===== src/rtl/prime_range_count_and_sum_macros.svh =====
// Assertion macros shared by the prime range counter RTL.
`ifndef PRIME_RANGE_COUNT_AND_SUM_MACROS_SVH
`define PRIME_RANGE_COUNT_AND_SUM_MACROS_SVH

// Check that a property holds at every clock edge outside reset.
`define PRCS_ASSERT(lbl, clk, rst_n, prop, msg) \
  lbl: assert property (@(posedge clk) disable iff (!rst_n) (prop)) else $error(msg);

// Check that a condition never occurs outside reset.
`define PRCS_ASSERT_NEVER(lbl, clk, rst_n, cond, msg) \
  lbl: assert property (@(posedge clk) disable iff (!rst_n) !(cond)) else $error(msg);

`endif


===== src/rtl/prcs_pkg.sv =====
// Shared widths and controller/datapath command and status types.
`default_nettype none

package prcs_pkg;

  // Field widths of the query and result items
  localparam int unsigned FIELD_W       = 16;
  localparam int unsigned COUNT_W       = 13;
  localparam int unsigned SUM_W         = 28;
  localparam int unsigned VALUE_WIDTH_DEF = 16;

  typedef logic [FIELD_W-1:0] field_t;
  typedef logic [COUNT_W-1:0] count_t;
  typedef logic [SUM_W-1:0]   sum_t;

  // Commands from the controller to the datapath
  typedef struct packed {
    logic load_query;  // capture bounds, clear totals
    logic init_trial;  // divisor to two, square to four
    logic start_div;   // clear remainder, point at top bit
    logic div_step;    // one restoring remainder step
    logic next_trial;  // advance divisor and its square
    logic accumulate;  // add candidate to the totals
    logic next_cand;   // advance candidate
    logic load_out;    // move totals to the result register
  } cmd_t;

  // Status from the datapath to the controller
  typedef struct packed {
    logic empty;       // query bounds give an empty range
    logic lt_two;      // candidate below two
    logic sq_gt_v;     // divisor squared exceeds candidate
    logic div_last;    // last remainder step this cycle
    logic rem_zero;    // remainder is zero
    logic is_last;     // candidate equals the upper bound
    logic out_free;    // result register can take a new result
  } status_t;

endpackage

`default_nettype wire


===== src/rtl/prcs_query_if.sv =====
// Query channel: range bounds with valid/ready handshake.
`default_nettype none

interface prcs_query_if;
  import prcs_pkg::*;

  logic   valid;
  logic   ready;
  field_t range_low;
  field_t range_high;

  modport source (output valid, output range_low, output range_high, input ready);
  modport sink   (input valid, input range_low, input range_high, output ready);
endinterface

`default_nettype wire


===== src/rtl/prcs_result_if.sv =====
// Result channel: prime count and sum with valid/ready handshake.
`default_nettype none

interface prcs_result_if;
  import prcs_pkg::*;

  logic   valid;
  logic   ready;
  count_t prime_count;
  sum_t   prime_sum;

  modport source (output valid, output prime_count, output prime_sum, input ready);
  modport sink   (input valid, input prime_count, input prime_sum, output ready);
endinterface

`default_nettype wire


===== src/rtl/prime_range_count_and_sum.sv =====
// Top level: counts and sums the primes in a closed range by trial division.
//
//   channel   dir  payload                       handshake
//   query_i   in   range_low, range_high          valid / ready
//   result_o  out  prime_count, prime_sum         valid / ready
//
// Per candidate: set up the trial, then for each trial divisor a test, the remainder
// steps and an evaluation, then advance to the next candidate. The remainder steps run
// on the single bit-serial remainder unit, one bit per cycle over EW = min(VALUE_WIDTH, 16) bits.
// One query is worked at a time; query_i.ready is high only while no walk runs and
// no finished result waits to enter the result register.
// A result waits in its output register; a stalled result_o holds it there.
// Reset is asynchronous, active low, and leaves the block idle with no result.
`default_nettype none

`include "prime_range_count_and_sum_macros.svh"

module prime_range_count_and_sum #(
  parameter int unsigned VALUE_WIDTH = prcs_pkg::VALUE_WIDTH_DEF
) (
  input  wire logic      clk_i,
  input  wire logic      rst_ni,
  prcs_query_if.sink     query_i,
  prcs_result_if.source  result_o
);
  import prcs_pkg::*;

  cmd_t    cmd;
  status_t status;

  prcs_ctrl u_ctrl (
    .clk_i         (clk_i),
    .rst_ni        (rst_ni),
    .query_valid_i (query_i.valid),
    .query_ready_o (query_i.ready),
    .status_i      (status),
    .cmd_o         (cmd)
  );

  prcs_datapath #(
    .VALUE_WIDTH (VALUE_WIDTH)
  ) u_datapath (
    .clk_i          (clk_i),
    .rst_ni         (rst_ni),
    .range_low_i    (query_i.range_low),
    .range_high_i   (query_i.range_high),
    .cmd_i          (cmd),
    .status_o       (status),
    .result_ready_i (result_o.ready),
    .result_valid_o (result_o.valid),
    .prime_count_o  (result_o.prime_count),
    .prime_sum_o    (result_o.prime_sum)
  );

  // A query transfer starts a walk or, for an empty range, a pending result: no second query right behind it
  `PRCS_ASSERT(a_busy_after_query, clk_i, rst_ni, query_i.valid && query_i.ready |=> !query_i.ready, "query accepted while busy")
  // A finished result shows up on the result channel next cycle
  `PRCS_ASSERT(a_result_follows_load, clk_i, rst_ni, cmd.load_out |=> result_o.valid, "result load lost")
  // Never overwrite a result that has not been taken
  `PRCS_ASSERT_NEVER(a_no_overwrite, clk_i, rst_ni, cmd.load_out && result_o.valid && !result_o.ready, "pending result overwritten")

endmodule

`default_nettype wire


===== src/rtl/prcs_ctrl.sv =====
// Controller state machine sequencing the range walk and trial division.
`default_nettype none

module prcs_ctrl (
  input  wire logic              clk_i,
  input  wire logic              rst_ni,
  input  wire logic              query_valid_i,
  output logic                   query_ready_o,
  input  wire prcs_pkg::status_t status_i,
  output prcs_pkg::cmd_t         cmd_o
);
  import prcs_pkg::*;

  typedef enum logic [5:0] {
    S_IDLE = 6'b000001,
    S_CAND = 6'b000010,
    S_TEST = 6'b000100,
    S_DIV  = 6'b001000,
    S_EVAL = 6'b010000,
    S_NEXT = 6'b100000
  } state_e;

  state_e state_q, state_d;
  logic   fin_q, fin_d;   // result pending in S_IDLE

  // Next state and commands
  always_comb begin
    state_d       = state_q;
    fin_d         = fin_q;
    cmd_o         = '0;
    query_ready_o = 1'b0;
    case (state_q)
      S_IDLE: begin
        if (fin_q) begin
          // hold until the result register frees up
          if (status_i.out_free) begin
            cmd_o.load_out = 1'b1;
            fin_d          = 1'b0;
          end
        end else begin
          query_ready_o = 1'b1;
          if (query_valid_i) begin
            cmd_o.load_query = 1'b1;
            if (status_i.empty) begin
              fin_d = 1'b1;
            end else begin
              state_d = S_CAND;
            end
          end
        end
      end
      S_CAND: begin
        cmd_o.init_trial = 1'b1;
        state_d          = S_TEST;
      end
      S_TEST: begin
        if (status_i.lt_two) begin
          state_d = S_NEXT;
        end else if (status_i.sq_gt_v) begin
          cmd_o.accumulate = 1'b1;
          state_d          = S_NEXT;
        end else begin
          cmd_o.start_div = 1'b1;
          state_d         = S_DIV;
        end
      end
      S_DIV: begin
        cmd_o.div_step = 1'b1;
        if (status_i.div_last) begin
          state_d = S_EVAL;
        end
      end
      S_EVAL: begin
        if (status_i.rem_zero) begin
          state_d = S_NEXT;
        end else begin
          cmd_o.next_trial = 1'b1;
          state_d          = S_TEST;
        end
      end
      S_NEXT: begin
        if (status_i.is_last) begin
          fin_d   = 1'b1;
          state_d = S_IDLE;
        end else begin
          cmd_o.next_cand = 1'b1;
          state_d         = S_CAND;
        end
      end
      default: begin
        state_d = S_IDLE;
        fin_d   = 1'b0;
      end
    endcase
  end

  // State register
  always_ff @(posedge clk_i or negedge rst_ni) begin
    if (!rst_ni) begin
      state_q <= S_IDLE;
      fin_q   <= 1'b0;
    end else begin
      state_q <= state_d;
      fin_q   <= fin_d;
    end
  end

endmodule

`default_nettype wire


===== src/rtl/prcs_datapath.sv =====
// Datapath: candidate walk, bit-serial remainder unit, totals, result register.
`default_nettype none

module prcs_datapath #(
  parameter int unsigned VALUE_WIDTH = prcs_pkg::VALUE_WIDTH_DEF
) (
  input  wire logic              clk_i,
  input  wire logic              rst_ni,
  input  wire prcs_pkg::field_t  range_low_i,
  input  wire prcs_pkg::field_t  range_high_i,
  input  wire prcs_pkg::cmd_t    cmd_i,
  output prcs_pkg::status_t      status_o,
  input  wire logic              result_ready_i,
  output logic                   result_valid_o,
  output prcs_pkg::count_t       prime_count_o,
  output prcs_pkg::sum_t         prime_sum_o
);
  import prcs_pkg::*;

  // Effective value width: inputs are limited to the field width
  localparam int unsigned EW    = (VALUE_WIDTH < FIELD_W) ? VALUE_WIDTH : FIELD_W;
  localparam int unsigned CNT_W = (EW > 1) ? $clog2(EW) : 1;
  localparam int unsigned SQ_W  = EW + 2;

  logic [EW-1:0]    cand_q, cand_d;
  logic [EW-1:0]    high_q, high_d;
  logic [EW-1:0]    div_q, div_d;
  logic [SQ_W-1:0]  sq_q, sq_d;
  logic [EW-1:0]    rem_q, rem_d;
  logic [CNT_W-1:0] bit_q, bit_d;
  count_t           count_q, count_d;
  sum_t             sum_q, sum_d;
  logic             out_valid_q, out_valid_d;
  count_t           out_count_q, out_count_d;
  sum_t             out_sum_q, out_sum_d;

  logic [EW-1:0]    low_in, high_in;
  logic [EW:0]      shifted, diff;

  assign low_in  = range_low_i[EW-1:0];
  assign high_in = range_high_i[EW-1:0];

  // One restoring remainder step: shift in the next candidate bit
  assign shifted = {rem_q, cand_q[bit_q]};
  assign diff    = shifted - {1'b0, div_q};

  // Status toward the controller
  always_comb begin
    status_o.empty    = low_in > high_in;
    status_o.lt_two   = cand_q < EW'(2);
    status_o.sq_gt_v  = sq_q > {2'b00, cand_q};
    status_o.div_last = bit_q == '0;
    status_o.rem_zero = rem_q == '0;
    status_o.is_last  = cand_q == high_q;
    status_o.out_free = !out_valid_q || result_ready_i;
  end

  // Working registers
  always_comb begin
    cand_d  = cand_q;
    high_d  = high_q;
    div_d   = div_q;
    sq_d    = sq_q;
    rem_d   = rem_q;
    bit_d   = bit_q;
    count_d = count_q;
    sum_d   = sum_q;
    if (cmd_i.load_query) begin
      cand_d  = low_in;
      high_d  = high_in;
      count_d = '0;
      sum_d   = '0;
    end
    if (cmd_i.init_trial) begin
      div_d = EW'(2);
      sq_d  = SQ_W'(4);
    end
    if (cmd_i.start_div) begin
      rem_d = '0;
      bit_d = CNT_W'(EW - 1);
    end
    if (cmd_i.div_step) begin
      rem_d = shifted[EW] || !diff[EW] ? diff[EW-1:0] : shifted[EW-1:0];
      bit_d = bit_q - 1'b1;
    end
    if (cmd_i.next_trial) begin
      // (d+1)^2 = d^2 + 2d + 1
      div_d = div_q + 1'b1;
      sq_d  = sq_q + {1'b0, div_q, 1'b1};
    end
    if (cmd_i.accumulate) begin
      count_d = count_q + 1'b1;
      sum_d   = sum_q + {{(SUM_W - EW){1'b0}}, cand_q};
    end
    if (cmd_i.next_cand) begin
      cand_d = cand_q + 1'b1;
    end
  end

  // Result register with its own valid
  always_comb begin
    out_valid_d = out_valid_q;
    out_count_d = out_count_q;
    out_sum_d   = out_sum_q;
    if (out_valid_q && result_ready_i) begin
      out_valid_d = 1'b0;
    end
    if (cmd_i.load_out) begin
      out_valid_d = 1'b1;
      out_count_d = cmd_i.load_query ? '0 : count_q;
      out_sum_d   = cmd_i.load_query ? '0 : sum_q;
    end
  end

  always_ff @(posedge clk_i or negedge rst_ni) begin
    if (!rst_ni) begin
      out_valid_q <= 1'b0;
    end else begin
      out_valid_q <= out_valid_d;
    end
  end

  always_ff @(posedge clk_i) begin
    cand_q      <= cand_d;
    high_q      <= high_d;
    div_q       <= div_d;
    sq_q        <= sq_d;
    rem_q       <= rem_d;
    bit_q       <= bit_d;
    count_q     <= count_d;
    sum_q       <= sum_d;
    out_count_q <= out_count_d;
    out_sum_q   <= out_sum_d;
  end

  assign result_valid_o = out_valid_q;
  assign prime_count_o  = out_count_q;
  assign prime_sum_o    = out_sum_q;

endmodule

`default_nettype wire


===== src/flat_wrapper.sv =====
// flat-port wrapper written by rule: the top's interface ports become plain ports
module prime_range_count_and_sum_flat import prcs_pkg::*;
#(
  parameter int unsigned VALUE_WIDTH = prcs_pkg::VALUE_WIDTH_DEF
)
  (clk_i, rst_ni, query_i_valid, query_i_range_low, query_i_range_high, query_i_ready, result_o_valid, result_o_prime_count, result_o_prime_sum, result_o_ready);
  prcs_query_if query_i_i ();
  prcs_result_if result_o_i ();
  input  wire logic clk_i;
  input  wire logic rst_ni;
  input wire logic [$bits(query_i_i.valid)-1:0] query_i_valid;
  input wire logic [$bits(query_i_i.range_low)-1:0] query_i_range_low;
  input wire logic [$bits(query_i_i.range_high)-1:0] query_i_range_high;
  output wire logic [$bits(query_i_i.ready)-1:0] query_i_ready;
  output wire logic [$bits(result_o_i.valid)-1:0] result_o_valid;
  output wire logic [$bits(result_o_i.prime_count)-1:0] result_o_prime_count;
  output wire logic [$bits(result_o_i.prime_sum)-1:0] result_o_prime_sum;
  input wire logic [$bits(result_o_i.ready)-1:0] result_o_ready;
  assign query_i_i.valid = query_i_valid;
  assign query_i_i.range_low = query_i_range_low;
  assign query_i_i.range_high = query_i_range_high;
  assign query_i_ready = query_i_i.ready;
  assign result_o_valid = result_o_i.valid;
  assign result_o_prime_count = result_o_i.prime_count;
  assign result_o_prime_sum = result_o_i.prime_sum;
  assign result_o_i.ready = result_o_ready;
  prime_range_count_and_sum #(.VALUE_WIDTH(VALUE_WIDTH)) u_core (.clk_i(clk_i), .rst_ni(rst_ni), .query_i(query_i_i), .result_o(result_o_i));
endmodule

===== config.mk =====
export PLATFORM = sky130hd
export DESIGN_NAME = prime_range_count_and_sum_flat
export DESIGN_NICKNAME = d
export VERILOG_FILES = /design/src/rtl/prcs_pkg.sv /design/src/rtl/prcs_query_if.sv /design/src/rtl/prcs_result_if.sv /design/src/rtl/prime_range_count_and_sum.sv /design/src/rtl/prcs_ctrl.sv /design/src/rtl/prcs_datapath.sv /design/src/flat_wrapper.sv
export VERILOG_INCLUDE_DIRS = /design/src /design/src/rtl
export SDC_FILE = /design/constraint.sdc
export NUM_CORES = 1
export LEC_CHECK = 0
export BUFFER_PORTS_ARGS = -buffer_cell sky130_fd_sc_hd__buf_2
export CORE_ASPECT_RATIO = 1.75
export CORE_MARGIN = 2
export CORE_UTILIZATION = 55
export CTS_CLUSTER_DIAMETER = 60
export DETAILED_ROUTE_END_ITERATION = 8
export MAX_ROUTING_LAYER = met4
export PLACE_DENSITY = 0.77
export SKIP_CTS_REPAIR_TIMING = 1
export SYNTH_ARGS = -nofsm -noshare
export SYNTH_HDL_FRONTEND = slang
export SYNTH_SLANG_ARGS = --single-unit
export TNS_END_PERCENT = 20

===== constraint.sdc =====
create_clock -name clk_i -period 4.28 [get_ports clk_i]
set_clock_uncertainty 0.1 [all_clocks]
set_input_delay 0.214 -clock clk_i [delete_from_list [all_inputs] [get_ports clk_i]]
set_output_delay 0.214 -clock clk_i [all_outputs]
set_load 0.1 [all_outputs]

# Word level (Yosys, flattened, before mapping)
# Cells that the tools add are included.
[word_totals]
elab_cells = 105
regBits = 176
[classes]
n_eq_ne = 12
add_sub_neg = 7
n_reduce_logical = 14
bitwise = 1
order_cmp = 4
mux = 54
[op_table]
columns = ["op", "n"]
rows = [
  ["2-to-1 mux 16 bit", 7],
  ["2-to-1 mux 28 bit", 2],
  ["2-to-1 mux 6 bit", 7],
  ["2-to-1 mux 18 bit", 2],
  ["one-hot mux 6 bit (6 select lines)", 1],
  ["adder 16 x 1 -> 16 bit (second input constant)", 2],
  ["adder 28 x 16 -> 28 bit", 1],
  ["2-to-1 mux 1 bit", 28],
  ["2-to-1 mux 13 bit", 2],
  ["adder 18 x 17 -> 18 bit", 1],
  ["greater-than comparator 18 x 16 -> 1 bit", 1],
  ["subtractor 17 x 16 -> 17 bit", 1],
  ["== test 16 bit", 1],
  ["greater-than comparator 16 bit", 1],
  ["zero test 16 bit", 1],
  ["less-than comparator 16 x 2 -> 1 bit (second input constant)", 1],
  ["adder 13 x 1 -> 13 bit (second input constant)", 1],
  ["2-to-1 mux 4 bit", 2],
  ["nonzero test 2 bit", 4],
  ["== test 6 x 1 -> 1 bit (second input constant)", 1],
  ["== test 6 x 2 -> 1 bit (second input constant)", 1],
  ["== test 6 x 3 -> 1 bit (second input constant)", 1],
  ["== test 6 x 4 -> 1 bit (second input constant)", 1],
  ["== test 6 x 5 -> 1 bit (second input constant)", 1],
  ["other kinds (16)", 21],
]

# Longest topological paths before layout
# Gate-level depths: netlist of the first run.
[depth]
word_depth = 7
mapped_depth = 15
mapped_depth_nobuf = 13

# By module
# A second synthesis of the first run with hierarchy kept.
[hier_totals]
cells_unflattened = 1061
area_unflattened_um2 = 10872.9
[by_module_without_submodules]
columns = ["mod", "seq_area_each_um2", "n_inst", "area_per_inst_um2", "cells_each"]
rows = [
  ["prcs_datapath", 4659.5, 1, 10390.0, 1012],
  ["prcs_ctrl", 176.4, 1, 483.0, 49],
]

# Worst setup path after synthesis of the first run
# Ideal clock, no wire load.
[synth_path]
path_kind = "reg-to-reg"
start = "register u_core.u_datapath.rem_q[0]"
end = "register u_core.u_datapath.div_q[0], enable pin"
stages_incl_launch_ff = 6
t_required_ns = 3.670
setup_slack_ns = -0.450
setup_time_ns = 0.510
t_arrival_ns = 4.120
path_cell_list = "edfxtp_1 -> nor4_1 -> nand4_1 -> nand2_1 -> mux2_2 -> nor4_1"
[synth_via]
elab_chain_cells = 4
[synth_rtl]
columns = ["element", "line", "text"]
rows = [
  ["start, declared", "prcs_datapath.sv:29", "logic [EW-1:0] rem_q, rem_d;"],
  ["start signal, assigned", "prcs_datapath.sv:128", "rem_q <= rem_d;"],
  ["zero test 16 bit", "prcs_datapath.sv:53", "status_o.rem_zero = rem_q == '0;"],
  ["2-to-1 mux 1 bit", "prcs_ctrl.sv:74", "if (status_i.rem_zero) begin"],
  ["2-to-1 mux 1 bit", "prcs_ctrl.sv:32", "case (state_q)"],
  ["nonzero test 2 bit (no line)", "-", ""],
  ["end signal, assigned", "prcs_datapath.sv:126", "div_q <= div_d;"],
  ["end, declared", "prcs_datapath.sv:27", "logic [EW-1:0] div_q, div_d;"],
]
# No other way between the ends.
# A chain may end at the register's enable or synchronous reset.

# Final worst setup path of the first run
[layout_path]
start = "register u_core.u_datapath.bit_q[0]"
end = "register u_core.u_datapath.rem_q[3] (data pin)"
[layout_via]
elab_chain_cells = 7
[layout_rtl]
columns = ["element", "line", "text"]
rows = [
  ["start, declared", "prcs_datapath.sv:30", "logic [CNT_W-1:0] bit_q, bit_d;"],
  ["start signal, assigned", "prcs_datapath.sv:129", "bit_q <= bit_d;"],
  ["binary-select mux 1 bit (select 4 bit) *", "prcs_datapath.sv:44", "assign shifted = {rem_q, cand_q[bit_q]};"],
  ["2-to-1 mux 1 bit (not written as such) *", "prcs_datapath.sv:44", ""],
  ["subtractor 17 x 16 -> 17 bit *", "prcs_datapath.sv:45", "assign diff = shifted - {1'b0, div_q};"],
  ["zero test 1 bit", "prcs_datapath.sv:83", "rem_d = shifted[EW] || !diff[EW] ? diff[EW-1:0] : shifted[EW-1:0];"],
  ["logical OR 1 bit", "prcs_datapath.sv:83", ""],
  ["2-to-1 mux 16 bit *", "prcs_datapath.sv:83", ""],
  ["2-to-1 mux 16 bit *", "prcs_datapath.sv:82", "if (cmd_i.div_step) begin"],
]
# Mark *: on every way between the ends. The rest lies on a longest branch, timed or not. The select of a mux whose other input is x is not followed.

==> qor.txt, run 1 <==
Post-DP HPWL: 18870 um
drt drc: 0
GP Congestion: 0.9456
routed len/inst: 17.72 um
slew of the pin with the lowest slew margin: 1.143 ns
register area: 4836 sq um
hold violation count in the final report: 0
starting density of the core: 56.31%
clock sink count: 176
CP max stage delay: 0.53 ns
unrepaired setup endpoints after global routing: no
DR iter-0 viols: 536
clock transition at the registers of the reported paths: 0.07 ns
die extent in x: 110.0 um
initial antenna violation count: 1
grt ovf: 0
VDD IR max: 0.7644 mV
share of layout cells above drive strength 1: 14.41%
H-tree depth: 4
Leak: 5.015 nW
Final WS setup: 0.3827 ns
Syn. warnings: 0
Synth Cell Area: 10810 sq um
Syn Nets: 1191
cts bufs inserted: 17
main flop type after synthesis: edfxtp_1
max-capacitance violation count: 0
Setup TNS: 0 ns
outcome: completed
Tmin final: 3.897 ns
Vias: 8308
number of global-route vias before repair: 8202
endpoints failing setup: 0
CTS tree: built
Vias/cell: 5.871
largest delay contributor family on the critical path: multiplexers
EDFF count, synth: 127
sequential share of the synthesized area: 44.73%
CP required: 4.38 ns
fill cell count: 1514
synth top area cells: edfxtp_1 (35%), ha_1 (9.7%), dfxtp_1 (7.6%)
num rows: 67
area grow syn2layout: 13.21%
cell count after synthesis: 1068
synthesized area per cell: 10.12 sq um
final wirelength: 25070 um
I/O pin count: 79
CTS Root Cell: clkbuf_16
post-route ant nets: 0
slowest cell on the critical path: edfxtp_1
critical path arrival: 3.99 ns
max-slew violations: 0
most frequent cell after synthesis: edfxtp_1
Max Fclk: 256.6 MHz
Port Buf Inserts: 78
part of the cycle the worst path needs: 91.06%
post-synthesis async set-or-reset flop share: 4.545%
Distinct cells, synth: 73
Final Util: 63.75%
clk buf depth: 2
worst-path cell chain: mux4_2 -> mux4_2 -> inv_1 -> ha_1 -> fa_1 -> nand2b_1 -> a21oi_1 -> a21oi_2 -> o311ai_2 -> nand3_2 -> nand2_4 -> mux2i_1 -> nor2_1
Multi-input gate area: 5543 sq um
Yosys reg bits: 176
Power Density: 470.0 nW/um^2
Hold Crit Class: input port to flop
drt first pass iters: 5
crit path kind: flop to flop
GRT Overall Usage: 25.59%
global-route wire length before repair: 39900 um
Synth area leader: edfxtp_1
area share of the largest cell type after synthesis: 35.28%
largest net degree at the start of global routing: 46
Post-synth top cells: edfxtp_1 (127), nor2_1 (102), ha_1 (84)
largest fanout on the critical path: 18
layout net count: 1283
CP startpoint kind: flop
Reg2Reg Setup Slack: 0.38 ns
worst rel slew slack: 23.62%
die area: 20840 sq um
Bufs and invs on worst path: 1
worst slack at placement: 0.3843 ns
clk_lat worst skew: 0.45 ns
die height: 189.5 um
Most common cell on crit path: mux4_2
core area: 19200 sq um
Setup crit end kind: flop
cell type report:
cell class / instances / area share, %
multi-input combinational: 784 / 45.29
antenna: 1 / 0.02045
clock buffer: 22 / 4.233
sequential: 176 / 39.52
timing repair buffer: 110 / 5.603
tap: 241 / 2.464
inverter: 71 / 2.178
clock inverter: 10 / 0.6952
sequential cells by signal (all words and copies together) (netlist names):
| signal | flops |
|---|---|
| u_core.u_datapath.result_valid_o | 1 |
| u_core.u_datapath.prime_sum_o | 28 |
| u_core.u_datapath.cand_q | 16 |
| u_core.u_datapath.sq_q | 18 |
| u_core.u_datapath.div_q | 16 |
| u_core.u_ctrl.fin_q | 1 |
| u_core.u_datapath.high_q | 16 |
| u_core.u_ctrl.state_q | 6 |
| u_core.u_datapath.bit_q | 4 |
| u_core.u_datapath.rem_q | 16 |
| u_core.u_datapath.prime_count_o | 13 |
| u_core.u_datapath.count_q | 13 |
| u_core.u_datapath.sum_q | 28 |
metal layers:
layer | GRT usage (%) | wire length, um | up-vias
met1 | 25.43 | 9111 | 3939
met5 | - | 0 | -
met3 | 4.888 | 925 | 82
met2 | 46.53 | 13870 | 236
met4 | 12.03 | 1155 | 0
li1 | - | - | 4051
logic make-up (layout without fill, tap and decap cells):
family / count (synthesis) / count (layout) / share of synthesized area, %
and+or+nand+nor: 355 / 355 / 16.84
AOI/OAI and AO/OA: 233 / 233 / 14.14
DFF: 176 / 176 / 44.73
buffers and inverters: 108 / 213 / 4.225
adders and majority gates: 87 / 87 / 10.28
xor gates and xnor gates: 83 / 83 / 6.725
muxes: 26 / 26 / 3.055
other: 0 / 1 / 0
power by group:
| part | internal [W] | switching [W] |
|---|---|---|
| combinational | 0.000482 | 0.00144 |
| clock | 0.000876 | 0.000699 |
| sequential | 0.00211 | 0.000140 |
per-stage QoR:
step           instance area (sq um)  instances  hold WS, ns  total power, W
6_report                       12240       1415      0.01021        0.005751
5_1_grt                        12240       1415     0.008432        0.005992
4_1_cts                        12070       1397      -0.5000        0.005751
3_5_place_dp                   11460       1365     -0.02551        0.004188
3_3_place_gp                   11460       1365     -0.02746        0.004159
2_1_floorplan                  10820       1068      -0.1816        0.003761
worst paths after layout:
path | cells past startpoint | end | startpoint
hold reg to reg | 1 | u_core.u_datapath.count_q[12] | u_core.u_datapath.count_q[12]
max in group asynchronous | 2 | u_core.u_ctrl.state_q[0] | rst_ni
setup / recovery | 13 | u_core.u_datapath.rem_q[3] | u_core.u_datapath.bit_q[0]
min in group asynchronous | 2 | u_core.u_ctrl.state_q[1] | rst_ni
hold / removal | 2 | u_core.u_datapath.cand_q[1] | query_i_range_low[1]
setup reg to reg | 13 | u_core.u_datapath.rem_q[3] | u_core.u_datapath.bit_q[0]
cell usage in the layout (no fill, tap or decap), drive strengths merged, types with 22 or more instances in the layout:
master    n
o21ai    68
nand2    62
ha       84
edfxtp  127
a21oi    69
dfxtp    41
a21o     22
nor2    102
buf      93
xor2     34
nand3    27
xnor2    49
inv      76
and2     43
clkbuf   22
No activity file was read; power rests on OpenSTA's default activity.
==> run 2: changes to the inputs <==
- CORE_ASPECT_RATIO: 1.75 -> unset
==> run 2 against run 1 <==
Count of clock-buffer cells in the layout is 5 lower. Largest power group unchanged. Utilization is 0.45 points lower. Cell count is 1.6% higher. Flip-flop and latch count stayed put. Fmax is 0.62% higher. Final area is 0.34% higher. Combinational power is 2% lower. Routed wire length is 5.3% lower. Clock power is 4% higher. Global-route usage is 1.7 points lower. Via count is 1.9% lower. Non-clock buffer count is 1 lower.
==> qor.txt, run 2 (same netlist as run 1, synthesis figures left out) <==
outcome: completed
I/O pin count: 79
total power: 0.005780 W
fill cell count: 1555
DR iter-0 viols: 520
Hold Crit Class: input port to flop
reg-to-reg endpoint: u_core.u_datapath.rem_q[4]
CP startpoint kind: flop
core area: 19400 sq um
max-capacitance violation count: 0
critical register-to-register path startpoint: u_core.u_datapath.bit_q[0]
die area: 20790 sq um
Layout Cells excl Fill: 1437
cts bufs inserted: 17
Port Buf Inserts: 78
switch share: 41.08%
drt drc: 0
Tmin final: 3.873 ns
die height: 144.2 um
slowest cell on the critical path: edfxtp_1
endpoints failing setup: 0
R2R cell count: 13
Post-DP HPWL: 17320 um
CP required: 4.36 ns
clock transition at the registers of the reported paths: 0.08 ns
Bufs and invs on worst path: 1
drt first pass iters: 5
routed len/inst: 16.52 um
Power Density: 470.7 nW/um^2
starting density of the core: 55.73%
Inst Count DP: 1388
Reg2Reg Setup Slack: 0.41 ns
share of layout cells above drive strength 1: 14.42%
Most common cell on crit path: mux4_2
initial antenna violation count: 0
final wirelength: 23740 um
CP max stage delay: 0.53 ns
Vias: 8147
num rows: 51
clock sink count: 176
global-route wire length before repair: 38080 um
most frequent cells in the layout: edfxtp_1 (127), nor2_1 (101), ha_1 (84)
worst rel slew slack: 23.59%
part of the cycle the worst path needs: 90.50%
Comb pwr share: 32.6%
slew of the pin with the lowest slew margin: 1.143 ns
area grow syn2layout: 13.59%
worst hold endpoint: u_core.u_datapath.cand_q[1]
Net Sw Power: 0.002375 W
# diodes: 0
largest net degree at the start of global routing: 46
Hold Startpoint: query_i_range_low[1]
internal power: 0.003406 W
Setup TNS: 0 ns
Max Fclk: 258.2 MHz
largest fanout on the critical path: 18
most common cell after layout, fill and taps aside: edfxtp_1
post-route ant nets: 0
unrepaired setup endpoints after global routing: no
hold violation count in the final report: 0
largest delay contributor family on the critical path: multiplexers
Clk pwr share: 28.3%
critical path arrival: 3.96 ns
layout net count: 1282
Setup crit end kind: flop
CTS tree: built
Min Hold Slack: 0.02125 ns
GP Congestion: 0.9312
number of global-route vias before repair: 7833
clk_lat worst skew: 0.44 ns
clk buf depth: 2
max-slew violations: 0
Leak: 5.020 nW
hold path cells: 2
worst-path cell chain: mux4_2 -> mux4_2 -> inv_1 -> ha_1 -> fa_1 -> nand2b_1 -> a21oi_1 -> a21oi_2 -> o311ai_2 -> nand3_2 -> nand2_4 -> mux2i_1 -> nor2_1
grt ovf: 0
crit path kind: flop to flop
CTS Root Cell: clkbuf_16
GRT Overall Usage: 23.90%
Vias/cell: 5.669
Final Util: 63.30%
H-tree depth: 4
die extent in x: 144.2 um
VDD IR max: 0.3209 mV
Seq pwr share: 39.1%
-- run 2: changes by cell type in the layout (fill, tap and decap cells not counted), sizes merged --
cell      change
clkbuf        -5
inv           +5
clkinv        +3
clkinvlp      -3
buf           -1
diode         -1
-- run 2: per-stage QoR --
| stage | setup WS (ns) | area [sq um] |
|---|---|---|
| after floorplan | 0.5795 | 10820 |
| after global placement | 0.4918 | 11470 |
| after detailed placement | 0.4403 | 11470 |
| after CTS | 0.4044 | 12110 |
| after global routing | 0.1240 | 12280 |
| final | 0.4067 | 12280 |
-- run 2: worst max path at each step --
stage / startpoint / end / slack, ns / cells after the start
3_3_place_gp: u_core.u_datapath.bit_q[0] / u_core.u_datapath.rem_q[15] / 0.49 / 13
3_5_place_dp: u_core.u_datapath.bit_q[0] / u_core.u_datapath.rem_q[4] / 0.44 / 13
2_1_floorplan: u_core.u_ctrl.state_q[2] / u_core.u_datapath.cand_q[0] / 0.58 / 7
4_1_cts: u_core.u_datapath.bit_q[0] / u_core.u_datapath.rem_q[4] / 0.40 / 13
5_1_grt: u_core.u_datapath.bit_q[0] / u_core.u_datapath.rem_q[4] / 0.12 / 13
6_report: u_core.u_datapath.bit_q[0] / u_core.u_datapath.rem_q[4] / 0.41 / 13
-- run 2: final cells by class --
cell class | instances | area, sq um | area share, %
multi-input combinational | 784 | 5543 | 45.14
sequential | 176 | 4836 | 39.38
timing repair buffer | 109 | 665.6 | 5.421
inverter | 71 | 266.5 | 2.170
clock inverter | 15 | 211.5 | 1.722
clock buffer | 17 | 425.4 | 3.464
tap | 265 | 331.6 | 2.700
-- run 2: routing by layer --
layer	vias to the layer above	GRT usage, %	part of all wire (%)
li1	4047	-	-
met1	3861	29.27	45
met2	202	40.68	49
met3	37	4.305	4.0
met4	0	7.103	1.8
met5	-	-	0
-- run 2: power groups by stage --
stage / registers [W] / logic, W / clock network, W
2_1_floorplan: 0.00284 / 0.000916 / 0
3_3_place_gp: 0.00229 / 0.00184 / 0
3_5_place_dp: 0.00230 / 0.00186 / 0
4_1_cts: 0.00226 / 0.00187 / 0.00166
5_1_grt: 0.00229 / 0.00203 / 0.00172
6_report: 0.00226 / 0.00188 / 0.00163
